==> config.mk <==
export PLATFORM = sky130hd
export DESIGN_NAME = scanner_reply_deframer_top
export DESIGN_NICKNAME = d
export VERILOG_FILES = /design/src/design/srd_pkg.sv /design/src/design/srd_in_reg.sv /design/src/design/srd_parser.sv /design/src/design/srd_out_reg.sv /design/src/design/scanner_reply_deframer_top.sv
export SDC_FILE = /design/constraint.sdc
export NUM_CORES = 1
export LEC_CHECK = 0
export BUFFER_PORTS_ARGS = -buffer_cell sky130_fd_sc_hd__buf_2
export CORE_MARGIN = 2
export CORE_UTILIZATION = 60
export CTS_BUF_LIST = sky130_fd_sc_hd__clkbuf_16
export DETAILED_ROUTE_END_ITERATION = 10
export GPL_ROUTABILITY_DRIVEN = 0
export PLACE_DENSITY = 0.8
export SYNTH_ARGS = -nofsm -noshare
export SYNTH_HDL_FRONTEND = slang
export SYNTH_SLANG_ARGS = --single-unit
==> constraint.sdc <==
create_clock -name clk_i -period 4.97 [get_ports clk_i]
set_input_delay 0.497 -clock clk_i [delete_from_list [all_inputs] [get_ports clk_i]]
set_output_delay 0.497 -clock clk_i [all_outputs]
set_load 0.02 [all_outputs]
==> src/design/srd_pkg.sv <==
// Shared types, constants and the CRC-16/XMODEM byte update for the scanner
// reply deframer. No dependencies.
`default_nettype none

package srd_pkg;

  // Header bytes that open the two frame types
  localparam logic [7:0] HdrCode = 8'h03;
  localparam logic [7:0] HdrResp = 8'h02;

  // CRC-16/XMODEM generator (x^16 + x^12 + x^5 + 1, top bit implicit)
  localparam logic [15:0] CrcPoly = 16'h1021;

  // Payload bytes below this index are flagged as kept
  localparam logic [15:0] MaxCodeBytes = 16'd255;

  // Alarm length after reset
  localparam logic [7:0] AlarmTicksRst = 8'd2;

  // Input word kinds
  localparam logic CmdByte = 1'b0;
  localparam logic CmdTick = 1'b1;

  typedef enum logic [2:0] {
    KindCode    = 3'd0,
    KindOk      = 3'd1,
    KindBadHdr  = 3'd2,
    KindZeroLen = 3'd3,
    KindCrcErr  = 3'd4,
    KindCleared = 3'd5
  } kind_e;

  // One accepted input word
  typedef struct packed {
    logic       cmd;
    logic [7:0] rx_byte;
  } item_t;

  // One result word
  typedef struct packed {
    kind_e      kind;
    logic [7:0] data;
    logic       kept;
    logic       last;
    logic       alarm_active;
  } res_t;

  // MSB-first CRC update over one byte, eight shift steps
  function automatic logic [15:0] crc16_update(logic [15:0] crc, logic [7:0] b);
    logic [15:0] c;
    c = crc ^ {b, 8'h00};
    for (int i = 0; i < 8; i++) begin
      if (c[15]) begin
        c = {c[14:0], 1'b0} ^ CrcPoly;
      end else begin
        c = {c[14:0], 1'b0};
      end
    end
    return c;
  endfunction

endpackage

`default_nettype wire

==> src/design/srd_in_reg.sv <==
// Input register of the scanner reply deframer: holds one word until the
// parser takes it. Depends on srd_pkg.
`default_nettype none

module srd_in_reg (
  input  logic           clk_i,
  input  logic           rst_ni,
  input  logic           in_valid_i,
  output logic           in_ready_o,
  input  logic           cmd_i,
  input  logic [7:0]     rx_byte_i,
  input  logic           take_i,
  output logic           valid_o,
  output srd_pkg::item_t item_o
);
  import srd_pkg::*;

  logic  valid_q, valid_d;
  item_t item_q;

  // Free slot, or the held word leaves this cycle
  assign in_ready_o = !valid_q || take_i;

  always_comb begin
    valid_d = valid_q;
    if (in_valid_i && in_ready_o) begin
      valid_d = 1'b1;
    end else if (take_i) begin
      valid_d = 1'b0;
    end
  end

  always_ff @(posedge clk_i or negedge rst_ni) begin
    if (!rst_ni) begin
      valid_q <= 1'b0;
    end else begin
      valid_q <= valid_d;
    end
  end

  // Payload, no reset
  always_ff @(posedge clk_i) begin
    if (in_valid_i && in_ready_o) begin
      item_q.cmd     <= cmd_i;
      item_q.rx_byte <= rx_byte_i;
    end
  end

  assign valid_o = valid_q;
  assign item_o  = item_q;

endmodule

`default_nettype wire

==> src/design/srd_parser.sv <==
// Frame parser of the scanner reply deframer: phase machine, length and CRC
// tracking, alarm counter and the alarm_ticks register. Depends on srd_pkg.
`default_nettype none

module srd_parser (
  input  logic           clk_i,
  input  logic           rst_ni,
  input  logic           proc_i,
  input  srd_pkg::item_t item_i,
  input  logic           cfg_we_i,
  input  logic [7:0]     cfg_data_i,
  output logic           res_valid_o,
  output srd_pkg::res_t  res_o
);
  import srd_pkg::*;

  typedef enum logic [9:0] {
    PhHunt     = 10'b00_0000_0001,
    PhLenHi    = 10'b00_0000_0010,
    PhLenLo    = 10'b00_0000_0100,
    PhPayload  = 10'b00_0000_1000,
    PhRespZero = 10'b00_0001_0000,
    PhCmd      = 10'b00_0010_0000,
    PhSize     = 10'b00_0100_0000,
    PhData     = 10'b00_1000_0000,
    PhCrcHi    = 10'b01_0000_0000,
    PhCrcLo    = 10'b10_0000_0000
  } phase_e;

  phase_e      phase_q, phase_d;
  logic [15:0] remaining_q, remaining_d;
  logic [15:0] pay_idx_q, pay_idx_d;
  logic [15:0] crc_q, crc_d;
  logic [7:0]  crc_hi_q, crc_hi_d;
  logic [7:0]  reply_code_q, reply_code_d;
  logic [7:0]  alarm_cnt_q, alarm_cnt_d;
  logic [7:0]  alarm_ticks_q;

  logic [7:0]  reload;
  logic [7:0]  b;
  logic [15:0] crc_next;
  logic [15:0] rem_dec;
  logic [15:0] len_word;
  logic        res_valid;
  kind_e       res_kind;
  logic [7:0]  res_data;
  logic        res_kept;
  logic        res_last;

  // Zero in the register still gives a one-tick alarm
  assign reload   = (alarm_ticks_q != 8'd0) ? alarm_ticks_q : 8'd1;
  assign b        = item_i.rx_byte;
  assign crc_next = crc16_update(crc_q, b);
  assign rem_dec  = (remaining_q != 16'd0) ? remaining_q - 16'd1 : 16'd0;
  assign len_word = {remaining_q[15:8], b};

  // Next state and result for the word in the input register
  always_comb begin
    phase_d      = phase_q;
    remaining_d  = remaining_q;
    pay_idx_d    = pay_idx_q;
    crc_d        = crc_q;
    crc_hi_d     = crc_hi_q;
    reply_code_d = reply_code_q;
    alarm_cnt_d  = alarm_cnt_q;
    res_valid    = 1'b0;
    res_kind     = KindCode;
    res_data     = 8'h00;
    res_kept     = 1'b0;
    res_last     = 1'b0;

    if (item_i.cmd == CmdTick) begin
      // poll tick: count the alarm down
      if (alarm_cnt_q != 8'd0) begin
        alarm_cnt_d = alarm_cnt_q - 8'd1;
        if (alarm_cnt_q == 8'd1) begin
          res_valid = 1'b1;
          res_kind  = KindCleared;
        end
      end
    end else if (alarm_cnt_q != 8'd0) begin
      // byte during alarm: drop it and restart the period
      alarm_cnt_d = reload;
    end else begin
      case (phase_q)
        PhLenHi: begin
          remaining_d = {b, 8'h00};
          phase_d     = PhLenLo;
        end
        PhLenLo: begin
          remaining_d = len_word;
          if (len_word == 16'd0) begin
            alarm_cnt_d = reload;
            phase_d     = PhHunt;
            res_valid   = 1'b1;
            res_kind    = KindZeroLen;
          end else begin
            pay_idx_d = 16'd0;
            phase_d   = PhPayload;
          end
        end
        PhPayload: begin
          res_valid   = 1'b1;
          res_kind    = KindCode;
          res_data    = b;
          res_kept    = (pay_idx_q < MaxCodeBytes);
          res_last    = (remaining_q <= 16'd1);
          pay_idx_d   = (pay_idx_q != 16'hFFFF) ? pay_idx_q + 16'd1 : pay_idx_q;
          remaining_d = rem_dec;
          if (rem_dec == 16'd0) begin
            phase_d = PhHunt;
          end
        end
        PhRespZero: begin
          if (b != 8'h00) begin
            alarm_cnt_d = reload;
            phase_d     = PhHunt;
            res_valid   = 1'b1;
            res_kind    = KindBadHdr;
          end else begin
            crc_d   = 16'h0000;
            phase_d = PhCmd;
          end
        end
        PhCmd: begin
          reply_code_d = b;
          crc_d        = crc_next;
          phase_d      = PhSize;
        end
        PhSize: begin
          remaining_d = {8'h00, b};
          crc_d       = crc_next;
          phase_d     = (b != 8'h00) ? PhData : PhCrcHi;
        end
        PhData: begin
          crc_d       = crc_next;
          remaining_d = rem_dec;
          if (rem_dec == 16'd0) begin
            phase_d = PhCrcHi;
          end
        end
        PhCrcHi: begin
          crc_hi_d = b;
          phase_d  = PhCrcLo;
        end
        PhCrcLo: begin
          phase_d   = PhHunt;
          res_valid = 1'b1;
          if ({crc_hi_q, b} == crc_q) begin
            res_kind = KindOk;
            res_data = reply_code_q;
          end else begin
            res_kind = KindCrcErr;
          end
        end
        default: begin
          // hunting, and any stray phase code
          if (b == HdrCode) begin
            phase_d = PhLenHi;
          end else if (b == HdrResp) begin
            phase_d = PhRespZero;
          end else begin
            alarm_cnt_d = reload;
            phase_d     = PhHunt;
            res_valid   = 1'b1;
            res_kind    = KindBadHdr;
          end
        end
      endcase
    end
  end

  // Parser state
  always_ff @(posedge clk_i or negedge rst_ni) begin
    if (!rst_ni) begin
      phase_q      <= PhHunt;
      remaining_q  <= 16'd0;
      pay_idx_q    <= 16'd0;
      crc_q        <= 16'd0;
      crc_hi_q     <= 8'd0;
      reply_code_q <= 8'd0;
      alarm_cnt_q  <= 8'd0;
    end else if (proc_i) begin
      phase_q      <= phase_d;
      remaining_q  <= remaining_d;
      pay_idx_q    <= pay_idx_d;
      crc_q        <= crc_d;
      crc_hi_q     <= crc_hi_d;
      reply_code_q <= reply_code_d;
      alarm_cnt_q  <= alarm_cnt_d;
    end
  end

  // alarm_ticks register
  always_ff @(posedge clk_i or negedge rst_ni) begin
    if (!rst_ni) begin
      alarm_ticks_q <= AlarmTicksRst;
    end else if (cfg_we_i) begin
      alarm_ticks_q <= cfg_data_i;
    end
  end

  assign res_valid_o        = res_valid;
  assign res_o.kind         = res_kind;
  assign res_o.data         = res_data;
  assign res_o.kept         = res_kept;
  assign res_o.last         = res_last;
  assign res_o.alarm_active = (alarm_cnt_d != 8'd0);

  // Alarm cleared word leaves the counter at zero
  a_clear_zero: assert property (@(posedge clk_i) disable iff (!rst_ni)
    proc_i && res_valid && res_kind == KindCleared |=> alarm_cnt_q == 8'd0)
    else $error("alarm cleared but counter not zero");

  // Header errors start an alarm and send the parser back to hunting
  a_err_alarm: assert property (@(posedge clk_i) disable iff (!rst_ni)
    proc_i && res_valid && (res_kind == KindBadHdr || res_kind == KindZeroLen)
    |=> alarm_cnt_q != 8'd0 && phase_q == PhHunt)
    else $error("header error without alarm");

  // Bytes that arrive during an alarm yield nothing
  a_drop: assert property (@(posedge clk_i) disable iff (!rst_ni)
    proc_i && item_i.cmd == CmdByte && alarm_cnt_q != 8'd0 |-> !res_valid)
    else $error("result from a dropped byte");

  // Parser never moves while no word is processed
  a_hold: assert property (@(posedge clk_i) disable iff (!rst_ni)
    !proc_i |=> $stable(phase_q) && $stable(alarm_cnt_q))
    else $error("state moved without a word");

endmodule

`default_nettype wire

==> src/design/srd_out_reg.sv <==
// Result register of the scanner reply deframer: holds one result word until
// the consumer takes it. Depends on srd_pkg.
`default_nettype none

module srd_out_reg (
  input  logic          clk_i,
  input  logic          rst_ni,
  input  logic          load_i,
  input  logic          res_valid_i,
  input  srd_pkg::res_t res_i,
  output logic          can_load_o,
  output logic          out_valid_o,
  input  logic          out_ready_i,
  output srd_pkg::res_t res_o
);
  import srd_pkg::*;

  logic valid_q, valid_d;
  res_t res_q;

  // Room when empty or the held word is taken this cycle
  assign can_load_o = !valid_q || out_ready_i;

  always_comb begin
    valid_d = valid_q;
    if (load_i) begin
      valid_d = res_valid_i;
    end else if (out_ready_i) begin
      valid_d = 1'b0;
    end
  end

  always_ff @(posedge clk_i or negedge rst_ni) begin
    if (!rst_ni) begin
      valid_q <= 1'b0;
    end else begin
      valid_q <= valid_d;
    end
  end

  // Payload, no reset
  always_ff @(posedge clk_i) begin
    if (load_i && res_valid_i) begin
      res_q <= res_i;
    end
  end

  assign out_valid_o = valid_q;
  assign res_o       = res_q;

endmodule

`default_nettype wire

==> src/design/scanner_reply_deframer_top.sv <==
// Scanner reply deframer top level: input register, frame parser and result
// register. Depends on srd_pkg, srd_in_reg, srd_parser and srd_out_reg.
//
// Takes one word per cycle (a received byte or a poll tick) while results are
// taken, and gives at most one result word per input word. A word waits in the
// input register until the result register has room, is then parsed, and its
// result is shown from the result register; as each register holds one word,
// the block keeps taking a word every cycle while results are taken every
// cycle. Code frame payload bytes come out as code words with kept and last
// flags; responses give their command or a CRC error; header errors start an
// alarm that drops bytes until alarm_ticks poll ticks pass with no byte. The
// alarm_ticks register is written through the cfg channel and is always ready.
`default_nettype none

module scanner_reply_deframer_top (
  input  logic       clk_i,
  input  logic       rst_ni,
  input  logic       in_valid_i,
  output logic       in_ready_o,
  input  logic       cmd_i,
  input  logic [7:0] rx_byte_i,
  output logic       out_valid_o,
  input  logic       out_ready_i,
  output logic [2:0] kind_o,
  output logic [7:0] data_o,
  output logic       kept_o,
  output logic       last_o,
  output logic       alarm_active_o,
  input  logic       cfg_valid_i,
  output logic       cfg_ready_o,
  input  logic [7:0] cfg_data_i
);
  import srd_pkg::*;

  logic  item_valid;
  item_t item;
  logic  can_load;
  logic  proc;
  logic  res_valid;
  res_t  res;
  res_t  out_res;

  // Parse when a word is held and the result register has room
  assign proc        = item_valid && can_load;
  assign cfg_ready_o = 1'b1;

  srd_in_reg u_in_reg (
    .clk_i      (clk_i),
    .rst_ni     (rst_ni),
    .in_valid_i (in_valid_i),
    .in_ready_o (in_ready_o),
    .cmd_i      (cmd_i),
    .rx_byte_i  (rx_byte_i),
    .take_i     (proc),
    .valid_o    (item_valid),
    .item_o     (item)
  );

  srd_parser u_parser (
    .clk_i       (clk_i),
    .rst_ni      (rst_ni),
    .proc_i      (proc),
    .item_i      (item),
    .cfg_we_i    (cfg_valid_i && cfg_ready_o),
    .cfg_data_i  (cfg_data_i),
    .res_valid_o (res_valid),
    .res_o       (res)
  );

  srd_out_reg u_out_reg (
    .clk_i       (clk_i),
    .rst_ni      (rst_ni),
    .load_i      (proc),
    .res_valid_i (res_valid),
    .res_i       (res),
    .can_load_o  (can_load),
    .out_valid_o (out_valid_o),
    .out_ready_i (out_ready_i),
    .res_o       (out_res)
  );

  assign kind_o         = out_res.kind;
  assign data_o         = out_res.data;
  assign kept_o         = out_res.kept;
  assign last_o         = out_res.last;
  assign alarm_active_o = out_res.alarm_active;

endmodule

`default_nettype wire
==> impl_metrics.tcl, run 1 <==
set metrics [dict create \
    outcome "finished clean" \
    syn_area_per_cell_um2 9.66 \
    die_h_um 108 \
    synth_common_cells "90 x dfrtp_1, 71 x nor2_1, 65 x nand2_1, 38 x xor2_1, 35 x o21ai_0" \
    drv_slew 0 \
    grt_max_degree 52 \
    grt_overflow 0 \
    crit_path_max_fanout 14 \
    cts-root-buf "clkbuf_16" \
    antenna_found_initial 0 \
    routed_wirelength_um 15700 \
    rsz0062_at_grt "false" \
    ys_top_cells_by_area "dfrtp_1 35%, edfxtp_1 11%, xor2_1 5.1%, mux2_2 4.1%, nor2_1 4.1%" \
    synthArstFlopShare 0.800 \
    irDropWorstVdd_mv 0.365 \
    syn_area_um2 6510 \
    tns_ns 0 \
    internal-power_mw 1.96 \
    regArea_um2 3000 \
    antenna_cells 0 \
    clock_path_buffers 2 \
    dieArea_um2 11700 \
    grt_pass1_vias 5375 \
    insertion_delay_ns 0.42 \
    pwr-share-comb 0.205 \
    dp_hpwl_um 10600 \
    fmax_mhz 284 \
    coreArea_um2 10700 \
    hp-class "in2async" \
    worst-setup-path-type "reg2reg" \
    netSwitchingFraction 0.313 \
    dpl-instance-area_um2 6730 \
    critPathLaunchType "register" \
    multiInputGateArea_um2 3320 \
    num_rows 38 \
    cp.arrival_ns 3.55 \
    syn2layout_area_growth_pct 12.1 \
    h-tree-depth 4 \
    critPathRequiredTime_ns 5.01 \
    drive_gt1_frac 0.164 \
    route.detailed.drc 0 \
    drtIter0Drc 531 \
    maxCapViolations 0 \
    p_leak_nw 3.12 \
    yosysMostFrequentCell "dfrtp_1" \
    yosys_most_used_dff "dfrtp_1" \
    synth_cells 674 \
    syn_nets 701 \
    start_util 0.609 \
    antenna_left 0 \
    grt_pass1_wl_um 26300 \
    min_period_over_period 0.708 \
    synth_seq_cells 115 \
    tightest_slew_ns 1.13 \
    finClkSkew_ns 0.00756 \
    synth.distinct_cells 74 \
    grt.total_usage 0.290 \
    fillCellCount 775 \
    drt-pass1-iter-count 6 \
    critical_path.endpoint_type "register" \
    stdcell_count 849 \
    synth_top_cell_by_area "dfrtp_1" \
    routedWlPerCell_um 18.4 \
    finalPower_mw 2.85 \
    p_per_area_nw_per_um2 390 \
    seq_power_share 0.385 \
    yosysTopAreaCellShare 0.346 \
    ys_seq_area_frac 0.460 \
    cts.sinks 115 \
    path_clk_slew_ns 0.05 \
    cts_made_buffers 17 \
    relSlewSlack 0.245 \
    dp_cells 817 \
    ys_warn_count 0 \
    viasPerCell 6.38 \
    ios 39 \
    holdWs_ns 0.0575 \
    port-buffer-count 37 \
    p_sw_mw 0.892 \
    cts_tree "done" \
    die_w_um 108 \
    finalInstanceArea_um2 7300 \
    cts_setup_buffers 0 \
    post-route-min-period_ns 3.52 \
    final_nets 723 \
    ctsHoldBuffers 0 \
    hold_viol_final 0 \
    synth_edf_count 23 \
    clkPwrFrac 0.410 \
    postCtsResizedCells 0 \
    setup_viol_count_final 0 \
    num_vias 5418 \
]
[state kept, by name (all words and copies together) (netlist names)]
| name | flops |
|---|---|
| u_parser.crc_q | 16 |
| u_parser.pay_idx_q | 16 |
| u_parser.remaining_q | 16 |
| u_out_reg.res_o | 14 |
| u_parser.phase_q | 10 |
| u_in_reg.item_o | 9 |
| u_parser.alarm_cnt_q | 8 |
| u_parser.alarm_ticks_q | 8 |
| u_parser.crc_hi_q | 8 |
| u_parser.reply_code_q | 8 |
| u_in_reg.valid_o | 1 |
| u_out_reg.out_valid_o | 1 |
[cell type report]
type,instances,area share
Multi-Input combinational cell,512,0.454
Clock buffer,17,0.0583
Inverter,11,0.00566
Sequential cell,115,0.410
Clock inverter,15,0.0197
Timing Repair Buffer,39,0.0278
Tap cell,140,0.0240
[cell families after synthesis]
family | synth area share
xor gates and xnor gates | 0.0807
muxes | 0.0492
DFF | 0.460
AOI/OAI and AO/OA | 0.142
adders and majority gates | 0.00961
buffers and inverters | 0.0307
other | 0.000576
and+or+nand+nor | 0.227
[placed cells by master, fill, tap and decap left out, drive strengths merged, types with 3 or more instances in the layout]
cell type  instances
clkinv             4
nand4             12
nand3             16
edfxtp            23
xnor2             22
o21ai             42
xor2              38
o22ai              3
nor3              25
a21o               3
mux2i              5
a22oi             11
a31oi              4
mux2              24
and3               6
dfrtp             90
buf               39
and2               6
nor4b              4
nand3b             4
or3                8
clkbuf            17
a21oi             28
or2                4
o31a               5
nand2             65
nor2              72
ha                 5
and4               8
o31ai             14
nand2b            10
inv               14
clkinvlp           6
or4                6
nor4              20
o41ai              3
a22o               9
[through the flow]
stage | util | setup WS (ns)
after detailed placement | 0.629 | 1.49
final | 0.682 | 1.45
after floorplan | - | 1.89
after global placement | 0.629 | 1.64
after global routing | 0.682 | 1.21
after CTS | 0.682 | 1.47
[critical path: stages, from the launching register on]
cell and delay (ns):
dfrtp_1 0.43, or3_1 0.49, or4_4 0.62, nor3_2 0.28, or2_2 0.20, or3_1 0.15
a21boi_1 0.09, nor2_1 0.87
[metal layers]
layer,global-route usage,wire length [µm],share of wire
met1,0.369,6610,0.42
met2,0.461,7470,0.48
met3,0.0735,1020,0.065
met4,0.143,548,0.035
met5,0,0,0
[power by group through the flow]
stage	registers (mW)	logic, mW	clock network (mW)
after CTS	1.09	0.570	1.18
after global placement	1.10	0.543	0
after global routing	1.10	0.637	1.23
after floorplan	1.08	0.471	0
final	1.10	0.583	1.17
after detailed placement	1.11	0.563	0
[path summary, 6_finish.rpt]
kind                                     startpoint                   endpoint  slack [ns]  cells after the start
max                         u_parser.remaining_q[8]         u_out_reg.res_o[1]        1.45                      7
min                                          rst_ni  u_parser.alarm_ticks_q[5]        0.06                      1
max reg2reg                 u_parser.remaining_q[8]         u_out_reg.res_o[1]        1.45                      7
min reg2reg                u_parser.reply_code_q[0]   u_parser.reply_code_q[0]        0.50                      1
max in group asynchronous                    rst_ni    u_parser.remaining_q[7]        3.88                      2
min in group clk_i                     rx_byte_i[3]         u_in_reg.item_o[3]        0.25                      1
No activity file was read; power rests on OpenSTA's default activity.
==> inputs of run 2 (changes only) <==
==> constraint.sdc (replaced) <==
create_clock -name clk_i -period 3.63 [get_ports clk_i]
set_input_delay 0.363 -clock clk_i [delete_from_list [all_inputs] [get_ports clk_i]]
set_output_delay 0.363 -clock clk_i [all_outputs]
set_load 0.02 [all_outputs]
==> impl_metrics.tcl, run 2 (synthesis results as in run 1) <==
set metrics [dict create \
    outcome "finished clean" \
    tightest_slew_ns 1.13 \
    grt_overflow 0 \
    tns_ns 0 \
    hold_viol_final 0 \
    num_vias 5497 \
    coreArea_um2 10700 \
    final_common_cell "dfrtp_1" \
    min_period_over_period 0.952 \
    rsz0062_at_grt "false" \
    stdcell_count 866 \
    viasPerCell 6.35 \
    drt-pass1-iter-count 6 \
    fmax_mhz 290 \
    crit_path_max_fanout 14 \
    critical_path.endpoint_type "register" \
    syn2layout_area_growth_pct 14.1 \
    dp_hpwl_um 11200 \
    insertion_delay_ns 0.44 \
    relSlewSlack 0.243 \
    path_clk_slew_ns 0.06 \
    postCtsResizedCells 0 \
    irDropWorstVdd_mv 0.476 \
    drtIter0Drc 770 \
    dp_cells 834 \
    final_cell_mix "90 x dfrtp_1, 71 x nor2_1, 65 x nand2_1" \
    grt_pass1_wl_um 27500 \
    die_h_um 108 \
    worst-setup-path-type "reg2reg" \
    antenna_cells 0 \
    drive_gt1_frac 0.187 \
    cts_made_buffers 17 \
    hp-class "in2reg" \
    critPathLaunchType "register" \
    port-buffer-count 37 \
    post-route-min-period_ns 3.45 \
    seq_power_share 0.373 \
    cts-root-buf "clkbuf_16" \
    finClkSkew_ns 0.00944 \
    die_w_um 108 \
    maxCapViolations 0 \
    num_rows 38 \
    routed_wirelength_um 16600 \
    p_leak_nw 3.21 \
    dieArea_um2 11700 \
    setup_viol_count_final 0 \
    grt.total_usage 0.306 \
    p_sw_mw 1.31 \
    cp.arrival_ns 3.50 \
    grt_max_degree 87 \
    fillCellCount 792 \
    antenna_found_initial 0 \
    grt_pass1_vias 5454 \
    drv_slew 0 \
    critPathRequiredTime_ns 3.68 \
    clock_path_buffers 2 \
    largestRegisters "u_parser.crc_q (16), u_parser.pay_idx_q (16), u_parser.remaining_q (16)" \
    ctsHoldBuffers 0 \
    h-tree-depth 4 \
    antenna_left 0 \
    holdWs_ns 0.103 \
    final_nets 740 \
    cts_setup_buffers 0 \
    internal-power_mw 2.67 \
    ios 39 \
    p_per_area_nw_per_um2 535 \
    pwr-share-comb 0.217 \
    clkPwrFrac 0.411 \
    cts_tree "done" \
    routedWlPerCell_um 19.1 \
    netSwitchingFraction 0.329 \
    cts.sinks 115 \
    route.detailed.drc 0 \
    start_util 0.609 \
]
## run 2: cell types whose count changed in the layout (fill, tap and decap cells not counted)
cell,change
inv_6,+5
bufinv_16,-1
buf_4,+17
clkinv_4,+3
clkinvlp_4,-4
clkinv_1,-1
clkinv_2,-1
inv_8,+1
inv_1,-2
## run 2: path summary, 6_finish.rpt
path,startpoint,end,slack (ns),depth (start not counted)
setup reg to reg,u_parser.remaining_q[8],u_out_reg.res_o[3],0.18,7
min in group asynchronous,rst_ni,u_parser.alarm_ticks_q[2],0.14,1
setup / recovery,u_parser.remaining_q[8],u_out_reg.res_o[3],0.18,7
hold / removal,rx_byte_i[7],u_in_reg.item_o[7],0.10,1
hold reg to reg,u_parser.reply_code_q[1],u_parser.reply_code_q[1],0.51,1
max in group asynchronous,rst_ni,u_parser.alarm_cnt_q[4],2.78,2
## run 2: per-layer routing
metal,track usage,routed length (µm)
met5,0,0
met4,0.140,515
met1,0.381,6840
met3,0.0784,1090
met2,0.504,8120
## run 2: layout make-up
type                    count  area (µm²)  share of cell area
clock buffers              17         425              0.0572
clock inverters            15         149              0.0200
inverters                  11        41.3             0.00555
multi-input cells         512        3320               0.446
flip-flops and latches    115        3000               0.403
well taps                 140         175              0.0236
repair buffers             56         330              0.0444
## run 2: power by group through the flow
stage | registers (mW) | clock network [mW] | logic, mW
2_1_floorplan | 1.47 | 0 | 0.645
3_3_place_gp | 1.49 | 0 | 0.804
3_5_place_dp | 1.50 | 0 | 0.832
4_1_cts | 1.48 | 1.65 | 0.846
5_1_grt | 1.49 | 1.71 | 0.943
6_report | 1.48 | 1.64 | 0.862
## run 2: through the flow
step           utilization  total power, mW  worst slack, ns  area, µm²
2_1_floorplan            -             2.12            0.554       6510
6_report             0.695             3.98            0.176       7430
5_1_grt              0.695             4.14           0.0710       7430
3_3_place_gp         0.641             2.30            0.368       6860
4_1_cts              0.695             3.97            0.237       7430
3_5_place_dp         0.641             2.33            0.257       6860
## run 2: worst max-delay path: stages, from the launching register on
cell and delay, ns:
dfrtp_1 0.45, or3_1 0.50, or4_4 0.54, nor3_2 0.29, or2_2 0.21, or3_1 0.14, a21boi_1 0.08, nor2_1 0.85
==> inputs of run 3 (changes only) <==
--- a/config.mk
+++ b/config.mk
@@ -6,8 +6,10 @@
 export NUM_CORES = 1
 export LEC_CHECK = 0
 export BUFFER_PORTS_ARGS = -buffer_cell sky130_fd_sc_hd__buf_2
+export CELL_PAD_IN_SITES_DETAIL_PLACEMENT = 2
+export CELL_PAD_IN_SITES_GLOBAL_PLACEMENT = 2
 export CORE_MARGIN = 2
-export CORE_UTILIZATION = 60
+export CORE_UTILIZATION = 39
 export CTS_BUF_LIST = sky130_fd_sc_hd__clkbuf_16
 export DETAILED_ROUTE_END_ITERATION = 10
 export GPL_ROUTABILITY_DRIVEN = 0
==> impl_metrics.tcl, run 3 (synthesis results as in run 1) <==
set metrics [dict create \
    outcome "finished clean" \
    final_nets 745 \
    setup_viol_count_final 0 \
    num_vias 5517 \
    grt_max_degree 66 \
    critPathSlowestCell "or4b_1" \
    crit_path_max_incr_delay_ns 0.62 \
    drive_gt1_frac 0.189 \
    irDropWorstVdd_mv 0.404 \
    critPathLaunchType "register" \
    viasPerCell 5.80 \
    tns_ns 0 \
    start_util 0.396 \
    drtIter0Drc 180 \
    insertion_delay_ns 0.43 \
    ctsHoldBuffers 0 \
    multiInputGateArea_um2 3320 \
    ios 39 \
    routed_wirelength_um 21900 \
    dieArea_um2 17700 \
    cts-root-buf "clkbuf_16" \
    antenna_left 0 \
    die_h_um 133 \
    post-route-worst-setup-slack_ns 0.365 \
    drv_slew 0 \
    post-route-min-period_ns 3.26 \
    postCtsResizedCells 0 \
    antenna_cells 0 \
    critPathRequiredTime_ns 3.96 \
    regArea_um2 3000 \
    route.detailed.drc 0 \
    grt_pass1_wl_um 35800 \
    relSlewSlack 0.411 \
    pre_cts_slack_ns 0.208 \
    grt_overflow 0 \
    grt.total_usage 0.262 \
    tightest_slew_ns 0.883 \
    dp_hpwl_um 15400 \
    fillCellCount 1761 \
    cts_setup_buffers 0 \
    rsz0062_at_grt "false" \
    crit_family "simple AND/OR/NAND/NOR gates" \
    cts.sinks 115 \
    syn2layout_area_growth_pct 16.3 \
    grt_pass1_vias 6376 \
    coreArea_um2 16500 \
    antenna_found_initial 0 \
    cts_tree "done" \
    final_common_cell "dfrtp_1" \
    routedWlPerCell_um 23.0 \
    min_period_over_period 0.899 \
    p_leak_nw 3.22 \
    hold_viol_final 0 \
    worst-setup-path-type "reg2reg" \
    maxCapViolations 0 \
    final_cell_mix "90 x dfrtp_1, 70 x nor2_1, 65 x nand2_1" \
    cp.arrival_ns 3.59 \
    cts_made_buffers 17 \
    path_cells "inv_1, ha_1, or4b_1, nor4_1, mux2i_1, nand2_1, nor3_4, a311oi_1, nor3_1" \
    port-buffer-count 37 \
    largestRegisters "u_parser.crc_q (16), u_parser.pay_idx_q (16), u_parser.remaining_q (16)" \
    path_clk_slew_ns 0.06 \
    fmax_mhz 306 \
    clock_path_buffers 2 \
    h-tree-depth 4 \
    crit_path_max_fanout 7 \
    hp-class "in2async" \
    worst-path-buf-inv 1 \
    critical_path.endpoint_type "register" \
    finClkSkew_ns 0.0104 \
    p_per_area_nw_per_um2 537 \
    num_rows 47 \
    die_w_um 133 \
    drt-pass1-iter-count 5 \
]
[run 3: layer usage]
layer,vias to the layer above,wire length [µm],part of all wire,track usage
met1,2836,8960,0.41,0.315
met3,35,707,0.032,0.0392
li1,2541,-,-,-
met2,105,11800,0.54,0.484
met4,0,431,0.020,0.0792
met5,-,0,0,0
[run 3: path summary, 6_finish.rpt]
kind	depth (start not counted)	slack, ns	end	start
min in group clk_i	1	0.11	u_in_reg.item_o[3]	rx_byte_i[3]
max	9	0.37	u_parser.phase_q[0]	u_parser.remaining_q[1]
max reg2reg	9	0.37	u_parser.phase_q[0]	u_parser.remaining_q[1]
max in group asynchronous	2	2.80	u_parser.crc_q[11]	rst_ni
min	1	0.06	u_parser.alarm_ticks_q[2]	rst_ni
min reg2reg	1	0.52	u_parser.reply_code_q[2]	u_parser.reply_code_q[2]
[run 3: report_power, final]
| part | internal [mW] | switching (mW) | total (mW) |
|---|---|---|---|
| registers | 1.39 | 0.0995 | 1.49 |
| clock network | 1.00 | 0.650 | 1.65 |
| logic | 0.328 | 0.599 | 0.927 |
[run 3: through the flow]
step                      instances   util  hold slack [ns]  total power, mW  cell area [µm²]
after floorplan                 674      -           0.0674             2.12             6510
after global placement          919  0.425            0.489             2.36             7000
after detailed placement        919  0.425            0.503             2.41             7000
after CTS                       951  0.460           0.0966             4.09             7570
after global routing            951  0.460            0.104             4.25             7570
final                           951  0.460           0.0631             4.07             7570
[run 3: layout make-up]
cell class,instances,area share
clock buffer,17,0.0562
inverter,11,0.00545
tap,220,0.0364
clock inverter,15,0.0193
timing repair buffer,61,0.0486
sequential,115,0.396
multi-input combinational,512,0.438
